==> config.mk <==
export PLATFORM = sky130hd
export DESIGN_NAME = vst_ctrl
export DESIGN_NICKNAME = d
export VERILOG_FILES = /design/src/rtl/vst_pkg.sv /design/src/rtl/vst_ctrl.sv
export SDC_FILE = /design/constraint.sdc
export NUM_CORES = 1
export LEC_CHECK = 0
export BUFFER_PORTS_ARGS = -buffer_cell sky130_fd_sc_hd__clkbuf_2
export CORE_UTILIZATION = 50
export DETAILED_ROUTE_END_ITERATION = 6
export PLACE_DENSITY = 0.74
export SLEW_MARGIN = 20
export SYNTH_ARGS = -nofsm -noshare
export SYNTH_HDL_FRONTEND = slang
export SYNTH_SLANG_ARGS = --single-unit
==> constraint.sdc <==
create_clock -name clk -period 5.8 [get_ports clk]
set_input_delay 0.29 -clock clk [delete_from_list [all_inputs] [get_ports clk]]
set_output_delay 0.29 -clock clk [all_outputs]
set_load 0.05 [all_outputs]
==> src/rtl/vst_pkg.sv <==
`timescale 1ns / 1ps

package vst_pkg;

  // Default sizes handed to the top-level parameters.
  localparam int DefMaxJoints = 64;
  localparam int DefFracBits  = 16;

  // Element width and dot-product accumulator width (four 64-bit products).
  localparam int DataW = 32;
  localparam int AccW  = 66;

  // Blend weights are Q1.15.
  localparam int WeightFracBits = 15;

  // Input item kinds.
  localparam logic ModeLoad   = 1'b0;
  localparam logic ModeVertex = 1'b1;

  // Configuration register indexes.
  localparam logic CfgAnimationEnable = 1'b0;
  localparam logic CfgJointCount      = 1'b1;

  // Matrix store selects in load_address[12:10].
  localparam logic [2:0] TabJoint       = 3'd0;
  localparam logic [2:0] TabJointNormal = 3'd1;
  localparam logic [2:0] TabModel       = 3'd2;
  localparam logic [2:0] TabView        = 3'd3;
  localparam logic [2:0] TabProjection  = 3'd4;
  localparam logic [2:0] TabModelNormal = 3'd5;

  // Work phases of one vertex, in execution order.
  typedef enum logic [2:0] {
    PH_BLEND_M = 3'd0,
    PH_BLEND_N = 3'd1,
    PH_POS     = 3'd2,
    PH_MODEL   = 3'd3,
    PH_VIEW    = 3'd4,
    PH_PROJ    = 3'd5,
    PH_NRM     = 3'd6,
    PH_NMAT    = 3'd7
  } phase_t;

  // One multiply-accumulate term issued by the controller.
  typedef struct packed {
    logic       valid;
    phase_t     phase;
    logic [3:0] row;
    logic [1:0] col;
    logic       first;
    logic       last;
  } issue_t;

  typedef struct packed {
    issue_t issue;
    logic   publish;
  } dp_cmd_t;

  typedef struct packed {
    logic blend_on;
    logic out_busy;
  } dp_status_t;

  // Index of the last output row computed in a phase.
  function automatic logic [3:0] last_row(phase_t p);
    logic [3:0] r;
    case (p)
      PH_BLEND_M, PH_BLEND_N: r = 4'd15;
      PH_VIEW, PH_PROJ:       r = 4'd3;
      default:                r = 4'd2;
    endcase
    return r;
  endfunction

  // Index of the last term in one dot product of a phase.
  function automatic logic [1:0] last_col(phase_t p);
    return (p == PH_NMAT) ? 2'd2 : 2'd3;
  endfunction

  function automatic logic is_blend(phase_t p);
    return (p == PH_BLEND_M) || (p == PH_BLEND_N);
  endfunction

  // Saturate an accumulator-wide value to 32 signed bits.
  function automatic logic [DataW-1:0] sat32(logic [AccW-1:0] x);
    logic [DataW-1:0] r;
    if (!x[AccW-1] && (|x[AccW-2:DataW-1])) begin
      r = {1'b0, {(DataW-1){1'b1}}};
    end else if (x[AccW-1] && !(&x[AccW-2:DataW-1])) begin
      r = {1'b1, {(DataW-1){1'b0}}};
    end else begin
      r = x[DataW-1:0];
    end
    return r;
  endfunction

  // Remainder of a 6-bit joint index by the joint capacity, by restoring steps.
  function automatic logic [7:0] wrap_joint(logic [5:0] idx, logic [8:0] maxj);
    logic [8:0] rem;
    rem = '0;
    for (int i = 5; i >= 0; i--) begin
      rem = {rem[7:0], idx[i]};
      if (rem >= maxj) begin
        rem = rem - maxj;
      end
    end
    return rem[7:0];
  endfunction

endpackage

==> src/rtl/vst_ctrl.sv <==
`timescale 1ns / 1ps

module vst_ctrl (
  input  logic                clk,
  input  logic                rst,
  input  logic                in_valid,
  input  logic                mode,
  output logic                in_ready,
  input  vst_pkg::dp_status_t status,
  output vst_pkg::dp_cmd_t    cmd
);
  import vst_pkg::*;

  typedef enum logic [3:0] {
    ST_IDLE   = 4'b0001,
    ST_ISSUE  = 4'b0010,
    ST_DRAIN  = 4'b0100,
    ST_FINISH = 4'b1000
  } state_t;

  state_t     state, state_next;
  phase_t     phase, phase_next;
  logic [3:0] row, row_next;
  logic [1:0] col, col_next;
  logic       drain, drain_next;
  logic       accept;

  assign in_ready = (state == ST_IDLE);
  assign accept   = in_valid && in_ready;

  // Command outputs follow the sequencer registers.
  always_comb begin
    cmd.issue.valid = (state == ST_ISSUE);
    cmd.issue.phase = phase;
    cmd.issue.row   = row;
    cmd.issue.col   = col;
    cmd.issue.first = (col == 2'd0);
    cmd.issue.last  = (col == last_col(phase));
    cmd.publish     = (state == ST_FINISH) && !status.out_busy;
  end

  // Sequencer: walk the terms of each phase, then let the pipeline drain.
  always_comb begin
    state_next = state;
    phase_next = phase;
    row_next   = row;
    col_next   = col;
    drain_next = drain;
    unique case (state)
      ST_IDLE: begin
        if (accept && (mode == ModeVertex)) begin
          state_next = ST_ISSUE;
          phase_next = status.blend_on ? PH_BLEND_M : PH_POS;
          row_next   = 4'd0;
          col_next   = 2'd0;
        end
      end
      ST_ISSUE: begin
        if (col == last_col(phase)) begin
          col_next = 2'd0;
          if (row == last_row(phase)) begin
            state_next = ST_DRAIN;
            drain_next = 1'b0;
          end else begin
            row_next = row + 4'd1;
          end
        end else begin
          col_next = col + 2'd1;
        end
      end
      ST_DRAIN: begin
        if (drain) begin
          row_next = 4'd0;
          if (phase == PH_NMAT) begin
            state_next = ST_FINISH;
          end else begin
            state_next = ST_ISSUE;
            phase_next = phase_t'(3'(phase + 3'd1));
          end
        end else begin
          drain_next = 1'b1;
        end
      end
      ST_FINISH: begin
        if (!status.out_busy) begin
          state_next = ST_IDLE;
        end
      end
      default: state_next = ST_IDLE;
    endcase
  end

  always_ff @(posedge clk) begin
    if (rst) begin
      state <= ST_IDLE;
      phase <= PH_POS;
      row   <= 4'd0;
      col   <= 2'd0;
      drain <= 1'b0;
    end else begin
      state <= state_next;
      phase <= phase_next;
      row   <= row_next;
      col   <= col_next;
      drain <= drain_next;
    end
  end

  // A result waiting on a stalled output register holds the sequencer.
  a_finish_holds: assert property (@(posedge clk) disable iff (rst)
    (state == ST_FINISH && status.out_busy) |=> (state == ST_FINISH))
    else $error("finish left while output register busy");

  // A vertex transaction starts at the first term.
  a_vertex_start: assert property (@(posedge clk) disable iff (rst)
    (accept && mode == ModeVertex) |=> (state == ST_ISSUE && row == 4'd0 && col == 2'd0))
    else $error("vertex did not start issuing at first term");

  // The last term of the last row ends the phase.
  a_phase_end: assert property (@(posedge clk) disable iff (rst)
    (cmd.issue.valid && cmd.issue.last && row == last_row(phase)) |=> (state == ST_DRAIN))
    else $error("phase did not end after its last term");

endmodule

==> results of run 1 <==
## layout make-up
| cell class | count | area, sq um |
|---|---|---|
| Clock buffer | 3 | 22.52 |
| Fill cell | 171 | 696.9 |
| Inverter | 7 | 26.28 |
| Multi-Input combinational cell | 87 | 593.1 |
| Sequential cell | 14 | 280.3 |
| Tap cell | 25 | 31.28 |
| Timing Repair Buffer | 19 | 95.09 |
## power groups by stage
stage	Sequential, mW	Combinational, mW	Clock, mW
4_1_cts	0.113	0.0975	0.0567
5_1_grt	0.115	0.107	0.0594
6_report	0.113	0.0979	0.0556
3_5_place_dp	0.116	0.0972	0
2_1_floorplan	0.114	0.0800	0
3_3_place_gp	0.115	0.0964	0
## worst max-delay path, stage by stage (launching register included)
cell and delay (ns):
sky130_fd_sc_hd__dfxtp_1 0.48, sky130_fd_sc_hd__or4b_1 0.62, sky130_fd_sc_hd__clkinv_1 0.24, sky130_fd_sc_hd__clkbuf_2 0.32
## cells by family after synthesis
| group | after synthesis | share of synthesized area [%] |
|---|---|---|
| buffers and inverters | 13 | 6.308 |
| DFF | 14 | 30.07 |
| adders and majority gates | 4 | 5.369 |
| xor gates and xnor gates | 3 | 2.819 |
| muxes | 1 | 1.074 |
| AOI/OAI and AO/OA | 35 | 26.58 |
| and+or+nand+nor | 44 | 27.79 |
## layer usage
metal	vias up	part of all wire, %
li1	464	-
met1	439	46
met2	44	46
met3	4	6.0
met4	0	1.1
met5	-	0
## registers in the layout (all words and copies together) (netlist names)
| register | count |
|---|---|
| phase | 3 |
| drain | 1 |
| col | 2 |
| row | 4 |
| state | 4 |
## cells in the final DEF (no fill, tap or decap), drive strengths merged, types with 3 or more instances in the layout
cell type  Yosys  final
clkbuf         3     22
dfxtp         14     14
nor2          11     11
nand2          8      8
o21ai          8      8
inv            6      6
a21oi          5      5
ha             4      4
a31oi          3      3
or4b           3      3
nor4b          3      3
## worst max-delay path by stage
stage	to	cells past startpoint	start
finish	cmd[12]	3	state[1]
global route	cmd[12]	3	state[1]
CTS	cmd[12]	3	state[1]
detailed placement	row[2]	6	phase[1]
global placement	row[2]	6	phase[1]
floorplan	cmd[0]	3	state[1]
## metrics by stage
step	area, sq um	total power, mW	cells
finish	1049	0.2666	155
global route	1049	0.2811	155
CTS	1049	0.2674	155
detailed placement	1026	0.2128	152
global placement	1026	0.2113	152
floorplan	932.1	0.1939	114
==> flow_summary.toml, run 1 <==
[clock_tree]
cts_num_sinks = 14
ctsHoldBuffers = 0
cts.root.buffer_cell = "sky130_fd_sc_hd__clkbuf_4"
postCtsSetupBuffers = 0
ctsResizeCount = 0
cts_tree = "built"
tritoncts.num_buffers = 3
cts.htree.levels = 1
worst_setup_hold_path_clk_slew_ns = 0.08
ctsLongestPathBuffers = 2
clock_latency_ns = 0.28

[status]
outcome = "completed"

[timing]
setup_total_negative_slack_ns = 0
fin_hold_ws_ns = 0.3065
timing.final.setup_violations = 0
finalCriticalPeriod_ns = 2.228
final_slew_violations = 0
unrepaired_setup_endpoints_after_global_routing = "false"
min_period_over_period_pct = 38.41
slew_headroom_pct = 56.49
timing.final.ws_setup_ns = 3.572
number_of_failing_hold_endpoints_at_the_final_stage = 0
measured_slew_at_the_worst_slew_check_pin_ns = 0.6435
fmax_mhz = 448.9
clock-skew-final_ns = 0.001699

[floorplan]
die_area_sq_um = 2041
fp-row-count = 15
die_h_um = 45.18
chipWidth_um = 45.18
core_area_sq_um = 1745
initial_utilization_pct = 53.41
design.portCount = 20

[synth]
ys_async_sr_fraction_pct = 0
syn_area_per_cell_sq_um = 8.177
synth.yosys.warnings = 0
mappedNetlistArea_sq_um = 932.1
synth_top_flop_cell = "sky130_fd_sc_hd__dfxtp_1"
seq_area_frac_synth_pct = 30.07
synth_top_cells_by_count = "14 x sky130_fd_sc_hd__dfxtp_1, 11 x sky130_fd_sc_hd__nor2_1, 8 x sky130_fd_sc_hd__nand2_1, 8 x sky130_fd_sc_hd__o21ai_0, 6 x sky130_fd_sc_hd__inv_1"
postSynthNetCount = 124
synthDominantCellAreaShare_pct = 30.07
synth.most_common_cell = "sky130_fd_sc_hd__dfxtp_1"
synthesis.instances = 114
synth_cell_types = 50
synth_enable_flop_cells = 0
synth-seq-cells = 14
synth.top_cells.by_area = "sky130_fd_sc_hd__dfxtp_1 30%, sky130_fd_sc_hd__ha_1 5.4%, sky130_fd_sc_hd__nor2_1 4.4%, sky130_fd_sc_hd__o21ai_0 4.3%, sky130_fd_sc_hd__nand2_1 3.2%"
synth.largest_area_cell = "sky130_fd_sc_hd__dfxtp_1"

[drt]
dr.first_iter.drc_count = 33
avgRoutedWirePerCell_um = 13.70
drt-total-wl_mm = 2.124
route.antenna.remaining_nets = 0
vias_per_cell = 6.135
drt-pass1-iter-count = 4
drcViolationCount = 0
vias = 951

[finish]
postLayoutCoreUtil_pct = 60.07
area_delta_synth_final_pct = 12.48
drive_above_1_share_pct = 21.54
diodes = 0
layout.nets = 142

[power]
power.share.combinational_pct = 36.7
sw_frac_of_total_pct = 40.20
leakage_nw = 0.4275
clkPwrFrac_pct = 20.8
power.sequential.fraction_pct = 42.4
intPower_uw = 159.4
p_per_area_nw_per_um2 = 254.2
max-vdd-ir-drop_uv = 121.3
total_switching_power_uw = 107.2

[global_routing]
met3_grt_util_pct = 3.600
routing_usage_on_met2_pct = 35.36
first_global_vias = 797
grt.total_usage_pct = 22.57
use_met1_pct = 30.24
grt_pass1_wl_mm = 3.374
maximum_number_of_pins_on_one_net_before_global_route_repair = 13
initial_antenna_violation_count = 0
global_route.peak_usage_layer = "met2"
grt-ovfl-total = 0

[setup_path]
worstPathArrival_ns = 1.94
r2r_start = "phase[1]"
setup.worst_path.end_class = "primary output"
critPathRequiredTime_ns = 5.51
worstSetupStartpointType = "flip-flop"
reg2reg_depth = 6
setup.worst_path.class = "reg -> out"
reg2reg_setup_slack_ns = 3.74
critical_path_peak_fanout = 9
regToRegEndpoint = "row[2]"

[hold_path]
hold-path-cell-count = 4
whs_endpoint = "phase[1]"
timing.hold.worst.class = "in -> reg"
hold_start = "status[1]"

[placed_design]
place_congestion = 0.8400
detailedPlacementHpwl_mm = 1.561
port_buffers = 19
pre_cts_slack_ns = 3.762

[flow_run]
drv.max_cap_violation_count = 0
Note: power is estimated with default switching activity, not from simulation.
==> run 2: changes to the inputs <==
Clock period 5.8 ns to 2.21 ns, I/O delays scaled along.
==> flow_summary.toml, run 2 (synthesis gave the netlist of run 1 again) <==
[status]
outcome = "completed"

[global_routing]
initial_antenna_violation_count = 0
first_global_vias = 815
grt-ovfl-total = 0
grt_pass1_wl_mm = 3.650
maximum_number_of_pins_on_one_net_before_global_route_repair = 13
grt.total_usage_pct = 24.08

[timing]
final_slew_violations = 0
finalCriticalPeriod_ns = 2.067
setup_total_negative_slack_ns = 0
clock-skew-final_ns = 0.01331
fmax_mhz = 483.7
min_period_over_period_pct = 93.54
fin_hold_ws_ns = 0.1325
timing.final.setup_violations = 0
measured_slew_at_the_worst_slew_check_pin_ns = 0.4012
unrepaired_setup_endpoints_after_global_routing = "false"
number_of_failing_hold_endpoints_at_the_final_stage = 0
slew_headroom_pct = 73.14
timing.final.ws_setup_ns = 0.1428

[placed_design]
dp.cells = 154
detailedPlacementHpwl_mm = 1.654
pre_cts_slack_ns = 0.1797
place_congestion = 0.8480
port_buffers = 19

[setup_path]
critical_path_cell_count = 3
path_buf_inv = 2
setup.worst_path.end_class = "primary output"
path_cells = "or4b_1 -> clkinv_1 -> clkbuf_2"
critical_path.max_stage_delay_ns = 0.60
worstPathArrival_ns = 1.96
setup.worst_path.class = "reg -> out"
worstSetupStartpointType = "flip-flop"
critPathSlowestCell = "sky130_fd_sc_hd__or4b_1"
critPathRequiredTime_ns = 2.10
critical_path_peak_fanout = 9
critical-path-top-delay-family = "simple AND/OR/NAND/NOR gates"
reg2reg_depth = 6

[floorplan]
die_h_um = 45.18
core_area_sq_um = 1745
fp-row-count = 15
initial_utilization_pct = 53.41
chipWidth_um = 45.18
die_area_sq_um = 2041
design.portCount = 20

[finish]
layout.nets = 144
drive_above_1_share_pct = 25.56
diodes = 0
layout_commonest_cell = "sky130_fd_sc_hd__clkbuf_2"
mostFrequentLayoutCells = "19 x sky130_fd_sc_hd__clkbuf_2, 12 x sky130_fd_sc_hd__dfxtp_1, 11 x sky130_fd_sc_hd__nor2_1, 8 x sky130_fd_sc_hd__nand2_1, 8 x sky130_fd_sc_hd__o21ai_0"
filler_cell_count = 164
layout_top_registers = "row x4, state x4, phase x3"
post_layout_nonfiller_instances = 158
area_delta_synth_final_pct = 17.45

[drt]
drt-pass1-iter-count = 4
avgRoutedWirePerCell_um = 13.75
drcViolationCount = 0
drt-total-wl_mm = 2.173
dr.first_iter.drc_count = 19
vias_per_cell = 5.918
route.antenna.remaining_nets = 0
vias = 935

[power]
max-vdd-ir-drop_uv = 400.0
intPower_uw = 463.7
total_switching_power_uw = 297.8
leakage_nw = 0.4558
power.share.combinational_pct = 35.6
power.sequential.fraction_pct = 39.8
p_per_area_nw_per_um2 = 695.6
clkPwrFrac_pct = 24.6
sw_frac_of_total_pct = 39.11

[clock_tree]
cts_num_sinks = 14
cts.htree.levels = 1
tritoncts.num_buffers = 3
cts.root.buffer_cell = "sky130_fd_sc_hd__clkbuf_4"
postCtsSetupBuffers = 0
ctsLongestPathBuffers = 2
ctsResizeCount = 0
clock_latency_ns = 0.28
cts_tree = "built"
ctsHoldBuffers = 0
worst_setup_hold_path_clk_slew_ns = 0.08

[hold_path]
hold-path-cell-count = 4
timing.hold.worst.class = "in -> reg"

[flow_run]
drv.max_cap_violation_count = 0
[run 2: cell count changes in the layout (fill, tap and decap cells not counted), sizes merged]
cell	previous run	this run
buf	0	2
clkbuf	22	23
[run 2: through the flow]
stage          utilization (%)  power, mW  cell area (sq um)
3_3_place_gp             60.65     0.5665               1059
4_1_cts                  62.72     0.7634               1095
6_report                 62.72     0.7616               1095
3_5_place_dp             60.65     0.5757               1059
5_1_grt                  62.72     0.7993               1095
2_1_floorplan                -     0.5205              949.7
[run 2: per-layer routing]
| layer | routed length [um] | vias to the layer above | global-route usage [%] |
|---|---|---|---|
| met5 | 0 | - | 0 |
| met4 | 13 | 0 | 5.455 |
| met3 | 86 | 2 | 3.600 |
| met2 | 980 | 25 | 36.81 |
| met1 | 1093 | 443 | 35.56 |
| li1 | - | 465 | - |
[run 2: cell type report]
| class | count | area [sq um] | area share [%] |
|---|---|---|---|
| multi-input cells | 87 | 608.1 | 55.54 |
| well taps | 25 | 31.28 | 2.857 |
| inverters | 7 | 26.28 | 2.400 |
| flip-flops and latches | 14 | 282.8 | 25.83 |
| repair buffers | 21 | 110.1 | 10.06 |
| clock buffers | 4 | 36.28 | 3.314 |
[run 2: power by group through the flow]
stage | clock network [mW] | registers [mW] | logic (mW)
final | 0.187 | 0.303 | 0.271
after floorplan | 0 | 0.300 | 0.221
after detailed placement | 0 | 0.308 | 0.267
after global routing | 0.200 | 0.306 | 0.293
after CTS | 0.192 | 0.303 | 0.269
after global placement | 0 | 0.305 | 0.262
[run 2: path summary, 6_finish.rpt]
kind / end / slack, ns / start
setup reg to reg: row[2] / 0.17 / phase[0]
hold reg to reg: phase[0] / 0.53 / phase[0]
setup / recovery: cmd[12] / 0.14 / state[1]
hold / removal: phase[1] / 0.13 / status[1]
[run 2: worst reg2reg max path: stages, from the launching register on]
cell,delay [ns]
sky130_fd_sc_hd__dfxtp_2,0.34
sky130_fd_sc_hd__ha_1,0.20
sky130_fd_sc_hd__ha_1,0.23
sky130_fd_sc_hd__xnor2_1,0.20
sky130_fd_sc_hd__a311o_1,0.41
sky130_fd_sc_hd__or4b_1,0.48
sky130_fd_sc_hd__a31oi_1,0.14
